$ cat src/rtl/core/ltqm_pkg.sv
`timescale 1ns / 1ps
`default_nettype none

package ltqm_pkg;

   localparam int SPEED_W   = 16;
   localparam int DIST_W    = 48;
   localparam int TIME_IN_W = 48;
   localparam int SAT_W     = 32;
   localparam int CSR_IDX_W = 2;
   localparam int CSR_DAT_W = 48;

   localparam logic [1:0] PHASE_IDLE    = 2'd0;
   localparam logic [1:0] PHASE_ARMED   = 2'd1;
   localparam logic [1:0] PHASE_RUNNING = 2'd2;

   localparam logic [2:0] EVT_NONE     = 3'd0;
   localparam logic [2:0] EVT_LAUNCHED = 3'd1;
   localparam logic [2:0] EVT_TARGET   = 3'd2;
   localparam logic [2:0] EVT_FINISHED = 3'd3;
   localparam logic [2:0] EVT_BOTH     = 3'd4;

   localparam logic KIND_SAMPLE = 1'b0;
   localparam logic KIND_ARM    = 1'b1;

   localparam logic [CSR_IDX_W-1:0] CSR_LAUNCH_SPEED    = 2'd0;
   localparam logic [CSR_IDX_W-1:0] CSR_TARGET_SPEED    = 2'd1;
   localparam logic [CSR_IDX_W-1:0] CSR_FINISH_DISTANCE = 2'd2;

   localparam logic [SPEED_W-1:0] LAUNCH_SPEED_RST    = 16'd412;
   localparam logic [SPEED_W-1:0] TARGET_SPEED_RST    = 16'd24720;
   localparam logic [DIST_W-1:0]  FINISH_DISTANCE_RST = 48'd370792857600;

   localparam logic [SPEED_W-1:0] TRAP_FACTOR = 16'd40722;
   localparam logic [DIST_W-1:0]  DIST_MAX    = 48'hFFFF_FFFF_FFFF;
   localparam logic [63:0]        SAT_MAX     = 64'h0000_0000_FFFF_FFFF;

   // fixed-width part of a captured item
   typedef struct packed {
      logic               kind;
      logic [SPEED_W-1:0] speed;
      logic [SPEED_W-1:0] trap_speed;
   } sample_type;

endpackage

`default_nettype wire

$ cat src/rtl/core/ltqm_capture.sv
`timescale 1ns / 1ps
`default_nettype none

module ltqm_capture #(
   parameter int TIME_BITS = 48
) (
   input  wire logic                              clock,
   input  wire logic                              reset,
   input  wire logic                              req_tvalid,
   output logic                                   req_tready,
   input  wire logic                              req_tuser,
   input  wire logic [63:0]                       req_tdata,
   input  wire logic                              advance,
   output logic                                   s1_valid,
   output ltqm_pkg::sample_type                   s1_item,
   output logic [TIME_BITS-1:0]                   s1_now,
   output logic [TIME_BITS+ltqm_pkg::SPEED_W-1:0] s1_product
);
   import ltqm_pkg::*;

   localparam int PROD_W = TIME_BITS + SPEED_W;

   logic                 valid_ff, valid_in;
   sample_type           item_ff, item_in;
   logic [TIME_BITS-1:0] now_ff, now_in;
   logic [PROD_W-1:0]    product_ff, product_in;
   logic [TIME_BITS-1:0] last_time_ff, last_time_in;
   logic [TIME_BITS-1:0] dt;
   logic [31:0]          trap_full;
   logic                 take;

   assign req_tready = !valid_ff || advance;
   assign take       = req_tvalid && req_tready;

   // last sample time stands in for the previous running sample: a run
   // always opens with a launch sample, so earlier samples never matter
   always_comb begin
      now_in       = TIME_BITS'(req_tdata[SPEED_W +: TIME_IN_W]);
      dt           = now_in - last_time_ff;
      product_in   = PROD_W'(req_tdata[SPEED_W-1:0]) * PROD_W'(dt);
      trap_full    = 32'(req_tdata[SPEED_W-1:0]) * 32'(TRAP_FACTOR);
      item_in.kind       = req_tuser;
      item_in.speed      = req_tdata[SPEED_W-1:0];
      item_in.trap_speed = trap_full[31:16];
      valid_in     = take ? 1'b1 : (advance ? 1'b0 : valid_ff);
      last_time_in = (take && req_tuser == KIND_SAMPLE) ? now_in : last_time_ff;
   end

   always_ff @(posedge clock) begin
      if (reset) begin
         valid_ff     <= 1'b0;
         last_time_ff <= '0;
      end else begin
         valid_ff     <= valid_in;
         last_time_ff <= last_time_in;
      end
   end

   always_ff @(posedge clock) begin
      if (take) begin
         item_ff    <= item_in;
         now_ff     <= now_in;
         product_ff <= product_in;
      end
   end

   assign s1_valid   = valid_ff;
   assign s1_item    = item_ff;
   assign s1_now     = now_ff;
   assign s1_product = product_ff;

endmodule

`default_nettype wire

$ cat src/rtl/core/ltqm_tracker.sv
`timescale 1ns / 1ps
`default_nettype none

module ltqm_tracker #(
   parameter int TIME_BITS = 48
) (
   input  wire logic                                   clock,
   input  wire logic                                   reset,
   input  wire logic                                   csr_we,
   input  wire logic [ltqm_pkg::CSR_IDX_W-1:0]         csr_index,
   input  wire logic [ltqm_pkg::CSR_DAT_W-1:0]         csr_wdata,
   input  wire logic                                   s1_valid,
   input  wire ltqm_pkg::sample_type                   s1_item,
   input  wire logic [TIME_BITS-1:0]                   s1_now,
   input  wire logic [TIME_BITS+ltqm_pkg::SPEED_W-1:0] s1_product,
   output logic                                        advance,
   output logic                                        rsp_tvalid,
   input  wire logic                                   rsp_tready,
   output logic [87:0]                                 rsp_tdata
);
   import ltqm_pkg::*;

   localparam int PROD_W = TIME_BITS + SPEED_W;
   localparam int SUM_W  = ((PROD_W > DIST_W) ? PROD_W : DIST_W) + 1;

   logic [SPEED_W-1:0]   launch_speed_ff, target_speed_ff;
   logic [DIST_W-1:0]    finish_distance_ff;

   logic                 armed_ff, armed_in;
   logic                 running_ff, running_in;
   logic                 seen_ff, seen_in;
   logic [TIME_BITS-1:0] start_ff, start_in;
   logic [DIST_W-1:0]    dist_ff, dist_in;
   logic [SAT_W-1:0]     target_time_ff, target_time_in;
   logic [SAT_W-1:0]     finish_time_ff, finish_time_in;
   logic [SPEED_W-1:0]   trap_ff, trap_in;

   logic                 rsp_valid_ff, rsp_valid_in;
   logic [1:0]           phase_ff, phase_in;
   logic [2:0]           event_ff, event_in;

   logic                 load;
   logic [SUM_W-1:0]     sum;
   logic [DIST_W-1:0]    new_dist;
   logic [TIME_BITS-1:0] elapsed;
   logic [SAT_W-1:0]     elapsed_sat;
   logic                 hit_target;

   assign advance = !rsp_valid_ff || rsp_tready;
   assign load    = s1_valid && advance;

   always_ff @(posedge clock) begin
      if (reset) begin
         launch_speed_ff    <= LAUNCH_SPEED_RST;
         target_speed_ff    <= TARGET_SPEED_RST;
         finish_distance_ff <= FINISH_DISTANCE_RST;
      end else if (csr_we) begin
         unique case (csr_index)
            CSR_LAUNCH_SPEED:    launch_speed_ff    <= csr_wdata[SPEED_W-1:0];
            CSR_TARGET_SPEED:    target_speed_ff    <= csr_wdata[SPEED_W-1:0];
            CSR_FINISH_DISTANCE: finish_distance_ff <= csr_wdata[DIST_W-1:0];
            default: ;
         endcase
      end
   end

   always_comb begin
      sum         = SUM_W'(dist_ff) + SUM_W'(s1_product);
      new_dist    = (sum > SUM_W'(DIST_MAX)) ? DIST_MAX : sum[DIST_W-1:0];
      elapsed     = s1_now - start_ff;
      elapsed_sat = (elapsed > TIME_BITS'(SAT_MAX)) ? '1 : elapsed[SAT_W-1:0];
      hit_target  = !seen_ff && (s1_item.speed >= target_speed_ff);

      armed_in       = armed_ff;
      running_in     = running_ff;
      seen_in        = seen_ff;
      start_in       = start_ff;
      dist_in        = dist_ff;
      target_time_in = target_time_ff;
      finish_time_in = finish_time_ff;
      trap_in        = trap_ff;
      event_in       = EVT_NONE;

      if (s1_item.kind == KIND_ARM) begin
         // abandon any run in progress, keep the last trap speed
         armed_in       = 1'b1;
         running_in     = 1'b0;
         target_time_in = '0;
         finish_time_in = '0;
      end else if (armed_ff && !running_ff) begin
         if (s1_item.speed >= launch_speed_ff) begin
            running_in = 1'b1;
            start_in   = s1_now;
            seen_in    = 1'b0;
            dist_in    = '0;
            event_in   = EVT_LAUNCHED;
         end
      end else if (running_ff) begin
         dist_in = new_dist;
         if (hit_target) begin
            seen_in        = 1'b1;
            target_time_in = elapsed_sat;
            event_in       = EVT_TARGET;
         end
         if (new_dist >= finish_distance_ff) begin
            finish_time_in = elapsed_sat;
            trap_in        = s1_item.trap_speed;
            running_in     = 1'b0;
            armed_in       = 1'b0;
            event_in       = hit_target ? EVT_BOTH : EVT_FINISHED;
         end
      end

      phase_in     = running_in ? PHASE_RUNNING : (armed_in ? PHASE_ARMED : PHASE_IDLE);
      rsp_valid_in = load ? 1'b1 : (rsp_tready ? 1'b0 : rsp_valid_ff);
   end

   always_ff @(posedge clock) begin
      if (reset) begin
         armed_ff       <= 1'b0;
         running_ff     <= 1'b0;
         seen_ff        <= 1'b0;
         start_ff       <= '0;
         dist_ff        <= '0;
         target_time_ff <= '0;
         finish_time_ff <= '0;
         trap_ff        <= '0;
         rsp_valid_ff   <= 1'b0;
      end else begin
         rsp_valid_ff <= rsp_valid_in;
         if (load) begin
            armed_ff       <= armed_in;
            running_ff     <= running_in;
            seen_ff        <= seen_in;
            start_ff       <= start_in;
            dist_ff        <= dist_in;
            target_time_ff <= target_time_in;
            finish_time_ff <= finish_time_in;
            trap_ff        <= trap_in;
         end
      end
   end

   always_ff @(posedge clock) begin
      if (load) begin
         phase_ff <= phase_in;
         event_ff <= event_in;
      end
   end

   assign rsp_tvalid = rsp_valid_ff;
   assign rsp_tdata  = {3'b000, trap_ff, finish_time_ff, target_time_ff, event_ff, phase_ff};

endmodule

`default_nettype wire

$ cat src/rtl/core/launch_timer_quarter_mile.sv
`timescale 1ns / 1ps
`default_nettype none
// Launch timer: measures time to a target speed, and time and trap speed
// over a finish distance, from a stream of speed samples.
//
// req_* carries one item per transaction: tuser is the kind (sample or arm),
// tdata the speed and timestamp. rsp_* returns exactly one result per item:
// phase after the item, event code, target time, finish time, trap speed.
// csr_* writes launch_speed, target_speed and finish_distance; write only
// while no item is in flight.
//
// The capture stage registers the item together with speed times elapsed
// microseconds, then the tracker stage updates the run state and loads the
// result register. Throughput is one item per cycle while rsp_tready is
// high; the state loop (distance add, saturate and finish compare) closes
// within the tracker stage.
//
// Reset clears all run state and restores the register defaults; no result
// is pending afterwards. When rsp_tready is low the result holds, the
// capture stage still takes one more item, then req_tready drops.
module launch_timer_quarter_mile #(
   parameter int TIME_BITS = 48
) (
   input  wire logic        clock,
   input  wire logic        reset,
   input  wire logic        req_tvalid,
   output logic             req_tready,
   input  wire logic        req_tuser,   // kind
   input  wire logic [63:0] req_tdata,   // speed_kph_q8[15:0], time_us[63:16]
   output logic             rsp_tvalid,
   input  wire logic        rsp_tready,
   // phase[1:0], event_res[4:2], target_time_us[36:5], finish_time_us[68:37],
   // trap_speed_mph_q8[84:69], zero pad[87:85]
   output logic [87:0]      rsp_tdata,
   input  wire logic        csr_we,
   input  wire logic [1:0]  csr_index,
   input  wire logic [47:0] csr_wdata
);
   import ltqm_pkg::*;

   logic                         advance;
   logic                         s1_valid;
   sample_type                   s1_item;
   logic [TIME_BITS-1:0]         s1_now;
   logic [TIME_BITS+SPEED_W-1:0] s1_product;

   ltqm_capture #(
      .TIME_BITS(TIME_BITS)
   ) u_capture (
      .clock      (clock),
      .reset      (reset),
      .req_tvalid (req_tvalid),
      .req_tready (req_tready),
      .req_tuser  (req_tuser),
      .req_tdata  (req_tdata),
      .advance    (advance),
      .s1_valid   (s1_valid),
      .s1_item    (s1_item),
      .s1_now     (s1_now),
      .s1_product (s1_product)
   );

   ltqm_tracker #(
      .TIME_BITS(TIME_BITS)
   ) u_tracker (
      .clock      (clock),
      .reset      (reset),
      .csr_we     (csr_we),
      .csr_index  (csr_index),
      .csr_wdata  (csr_wdata),
      .s1_valid   (s1_valid),
      .s1_item    (s1_item),
      .s1_now     (s1_now),
      .s1_product (s1_product),
      .advance    (advance),
      .rsp_tvalid (rsp_tvalid),
      .rsp_tready (rsp_tready),
      .rsp_tdata  (rsp_tdata)
   );

   // a finished run always leaves the block idle
   a_finish_idle: assert property (@(posedge clock) disable iff (reset)
      rsp_tvalid && (rsp_tdata[4:2] == EVT_FINISHED || rsp_tdata[4:2] == EVT_BOTH)
      |-> rsp_tdata[1:0] == PHASE_IDLE)
      else $error("finish event without idle phase");

   // a launch always leaves the block running
   a_launch_running: assert property (@(posedge clock) disable iff (reset)
      rsp_tvalid && rsp_tdata[4:2] == EVT_LAUNCHED |-> rsp_tdata[1:0] == PHASE_RUNNING)
      else $error("launch event without running phase");

   // full capture stage behind a stalled result must block new items
   a_backpressure: assert property (@(posedge clock) disable iff (reset)
      s1_valid && rsp_tvalid && !rsp_tready |-> !req_tready)
      else $error("item accepted into a blocked pipeline");

endmodule

`default_nettype wire
$ cat config.mk
export PLATFORM = sky130hd
export DESIGN_NAME = launch_timer_quarter_mile
export DESIGN_NICKNAME = d
export VERILOG_FILES = /design/src/rtl/core/ltqm_pkg.sv /design/src/rtl/core/ltqm_capture.sv /design/src/rtl/core/ltqm_tracker.sv /design/src/rtl/core/launch_timer_quarter_mile.sv
export SDC_FILE = /design/constraint.sdc
export NUM_CORES = 2
export LEC_CHECK = 0
export ABC_AREA = 1
export BUFFER_PORTS_ARGS = -buffer_cell sky130_fd_sc_hd__buf_2
export CAP_MARGIN = 15
export CORE_MARGIN = 1
export CORE_UTILIZATION = 47
export CTS_CLUSTER_DIAMETER = 40
export DETAILED_ROUTE_END_ITERATION = 6
export HOLD_SLACK_MARGIN = 0.02
export PLACE_DENSITY_LB_ADDON = 0.05
export SLEW_MARGIN = 5
export SYNTH_ARGS = -nofsm -noshare
export SYNTH_HDL_FRONTEND = slang
export SYNTH_HIERARCHICAL = 1
export SYNTH_SLANG_ARGS = --single-unit
$ cat constraint.sdc
create_clock -name clock -period 12.6 [get_ports clock]
set_input_delay 2.52 -clock clock [delete_from_list [all_inputs] [get_ports clock]]
set_output_delay 2.52 -clock clock [all_outputs]
set_load 0.1 [all_outputs]
==> run_results.csv <==
group,metric,value,unit
worst_setup_path,cp_slowest_cell,"fa_1",
drt,via_per_inst,5.33,
clock_tree,postCtsResizedCells,0,
synth,synth_flop_cell,"dfxtp_1",
finish,nets,9900,
floorplan,coreArea,0.128,mm^2
global_route,grt_util_all_layers,33.6,%
sta,timing.fmax,99.1,MHz
sta,period_needed,10.09,ns
placement,gp_congestion,0.982,
synth,async_flop_share,0,%
worst_setup_path,r2r_start,"u_capture/last_time_ff[38]$_SDFFE_PP0P_",
synth,synth-edff-count,150,
synth,synthesis.area,0.0606,mm^2
clock_tree,numClockSinks,459,
worst_setup_path,cpMostUsedCell,"nand2_1",
clock_tree,h-tree-depth,3,
sta,setup_viol,0,
worst_setup_path,arrival,10.52,ns
synth,synth-seq-cells,459,
min_path,hold_path.class,"register to register",
global_route,grt_max_degree,113,
sta,skew,0.0633,ns
drt,drtAntennaViolNets,0,
synth,syn_inst,8468,
finish,area_delta_synth_final,9.30,%
placement,dp_hpwl,176000,um
synth,synth_seq_area_share,17.7,%
clock_tree,clkTransAtPathRegs,0.05,ns
clock_tree,clk_path_buf_depth,3,
floorplan,die-area,0.130,mm^2
status,outcome,"finished, final reports clean",
clock_tree,clock_latency,0.72,ns
global_route,antenna_found_initial,5,
worst_setup_path,slowest_delay,0.54,ns
synth,yosysTopAreaCell,"fa_1",
worst_setup_path,start_kind,"input port",
synth,ys_types,61,
synth,yosys_warnings,6,
floorplan,initial_core_util,47.4,%
sta,fin_setup_tns,0,ns
floorplan,die_w,361,um
clock_tree,postCtsSetupBuffers,0,
floorplan,dieHeight,361,um
finish,layout-drive-gt1-share,6.79,%
drt,wl,216000,um
sta,drv_slew,0,
job,max_cap_viol_count,0,
clock_tree,cts_tree,"yes",
worst_setup_path,endpoint_kind,"register",
clock_tree,numCtsBuffers,90,
drt,num_vias,55000,
clock_tree,hold_buffers,0,
worst_setup_path,ff2ff_setup_slack,4.10,ns
sta,hold_viol,0,
drt,avgRoutedWirePerCell,20.9,um
global_route,grt_pass1_wl,333000,um
drt,drc,0,
worst_setup_path,critPathKind,"input port to register",
synth,syn_avg_cell_area,7.15,um^2
min_path,whs_path_depth,2,
worst_setup_path,cp.required,13.03,ns
worst_setup_path,crit_start,"req_tdata[54]",
sta,slew_headroom,20.7,%
floorplan,rows,131,
min_path,holdCritStartpoint,"u_tracker/start_ff[23]$_SDFFE_PP0P_",
worst_setup_path,crit_path_max_fanout,12,
worst_setup_path,worstRegToRegCells,33,
finish,fillCellCount,12900,
global_route,first_global_vias,55400,
worst_setup_path,r2r_end,"u_capture/s1_product[55]$_DFFE_PP_",
clock_tree,clk_root_buffer_cell,"clkbuf_16",
synth,synth_top_area_share,23.8,%
sta,worst_pin_slew,1.19,ns
sta,fin_crit_sh,80.1,%
global_route,gr-total-overflow,0,
drt,first_iter_violations,4327,
sta,rsz0062_at_grt,"no",
placement,io_buffers,206,
min_path,hold_end,"u_tracker/start_ff[23]$_SDFFE_PP0P_",
floorplan,ios,210,
drt,drtPass1Iterations,7,
synth,synthTopCellsByArea,"fa_1, nand2_1, inv_1",
-- worst max-delay path: cells and delay by family --
kind | cells | cell delay [ns]
adder cells (fa/ha/maj) | 8 | 4.01
AND/OR/NAND/NOR | 18 | 3.48
buffers and inverters | 7 | 0.51
-- per-layer routing --
layer	vias up	part of all wire [%]	wire, um	global-route usage, %
met4	4	4.7	10100	14.2
met1	26500	44	94600	45.7
met5	-	0.011	23	0
met2	2004	44	95400	52.9
met3	447	7.3	15800	5.57
li1	26100	-	-	-
-- flip-flops by register name, summed over array words and instances, names as in the netlist, 3 cells and up --
signal                        flops
u_tracker/target_time_ff         32
u_tracker/launch_speed_ff        16
u_capture/last_time_ff           48
u_capture/s1_now                 48
u_tracker/event_ff                3
u_tracker/target_speed_ff        16
u_capture/s1_item                33
u_capture/s1_product             64
u_tracker/finish_time_ff         32
u_tracker/trap_ff                16
u_tracker/finish_distance_ff     48
u_tracker/start_ff               48
u_tracker/dist_ff                48
-- how the worst max path moves through the flow --
stage	to	slack [ns]	depth (start not counted)
floorplan	u_capture/last_time_ff[10]$_SDFFE_PP0P_	1.23	8
global placement	u_capture/s1_product[55]$_DFFE_PP_	1.95	33
detailed placement	u_capture/s1_product[55]$_DFFE_PP_	1.90	34
CTS	u_capture/s1_product[55]$_DFFE_PP_	2.65	34
global route	u_capture/s1_product[54]$_DFFE_PP_	2.13	34
finish	u_capture/s1_product[55]$_DFFE_PP_	2.51	33
-- layout make-up --
cell class	instances	area [um^2]	share of cell area, %
clock buffers	111	2450	3.71
repair buffers	259	1450	2.19
multi-input cells	5959	42000	63.4
diodes	2	5.00	0.00756
inverters	1817	6820	10.3
well taps	1662	2080	3.14
clock inverters	57	696	1.05
flip-flops and latches	459	10700	16.2
-- cell usage in the layout, fill, tap and decap left out, types with 24 or more instances in the layout --
master        n
nand2_1    2277
inv_1      1767
nor2_1      745
fa_1        719
a21oi_1     481
ha_1        475
nand3_1     455
dfxtp_1     309
o21ai_0     239
buf_2       205
edfxtp_1    150
clkbuf_16    92
xor2_1       82
nand4_1      57
xnor2_1      55
buf_4        53
nor3_1       51
a211oi_1     46
inv_2        42
nor2_2       27
o211ai_1     24
-- Yosys cell counts, drive strengths merged (4+ instances only) --
cell / number
o211ai: 24
nor4: 9
or2: 40
a21oi: 484
fa: 719
a31oi: 15
o21ai: 241
clkbuf: 157
edfxtp: 150
o21bai: 21
and2: 10
a21o: 8
dfxtp: 309
nor2: 779
o21a: 8
xor2: 84
nand4: 59
nand2: 2303
inv: 1808
nor3: 55
xnor2: 57
a211oi: 46
buf: 78
and3: 6
a21boi: 4
nand3b: 14
ha: 475
clkinv: 9
nand3: 487
-- through the flow --
step	hold slack, ns	util [%]	cell area [um^2]	worst slack [ns]	instances
2_1_floorplan	0.433	-	60600	1.23	8470
3_3_place_gp	0.444	49.3	63000	1.95	10200
3_5_place_dp	0.451	49.3	63000	1.90	10200
4_1_cts	0.459	51.8	66100	2.65	10300
5_1_grt	0.475	51.8	66200	2.13	10300
6_report	0.457	51.8	66200	2.51	10300
-- logic make-up after synthesis --
| kind of cell | share of synthesized area (%) |
|---|---|
| AOI/OAI and AO/OA | 7.61 |
| and+or+nand+nor | 25.9 |
| buffers and inverters | 13.1 |
| other | 0.00619 |
| adders and majority gates | 33.6 |
| DFF | 17.7 |
| xor gates and xnor gates | 2.09 |
Power is left out: the tool's default activity adds up to more than one toggle a clock period on the data nets, which glitch-free logic cannot reach.
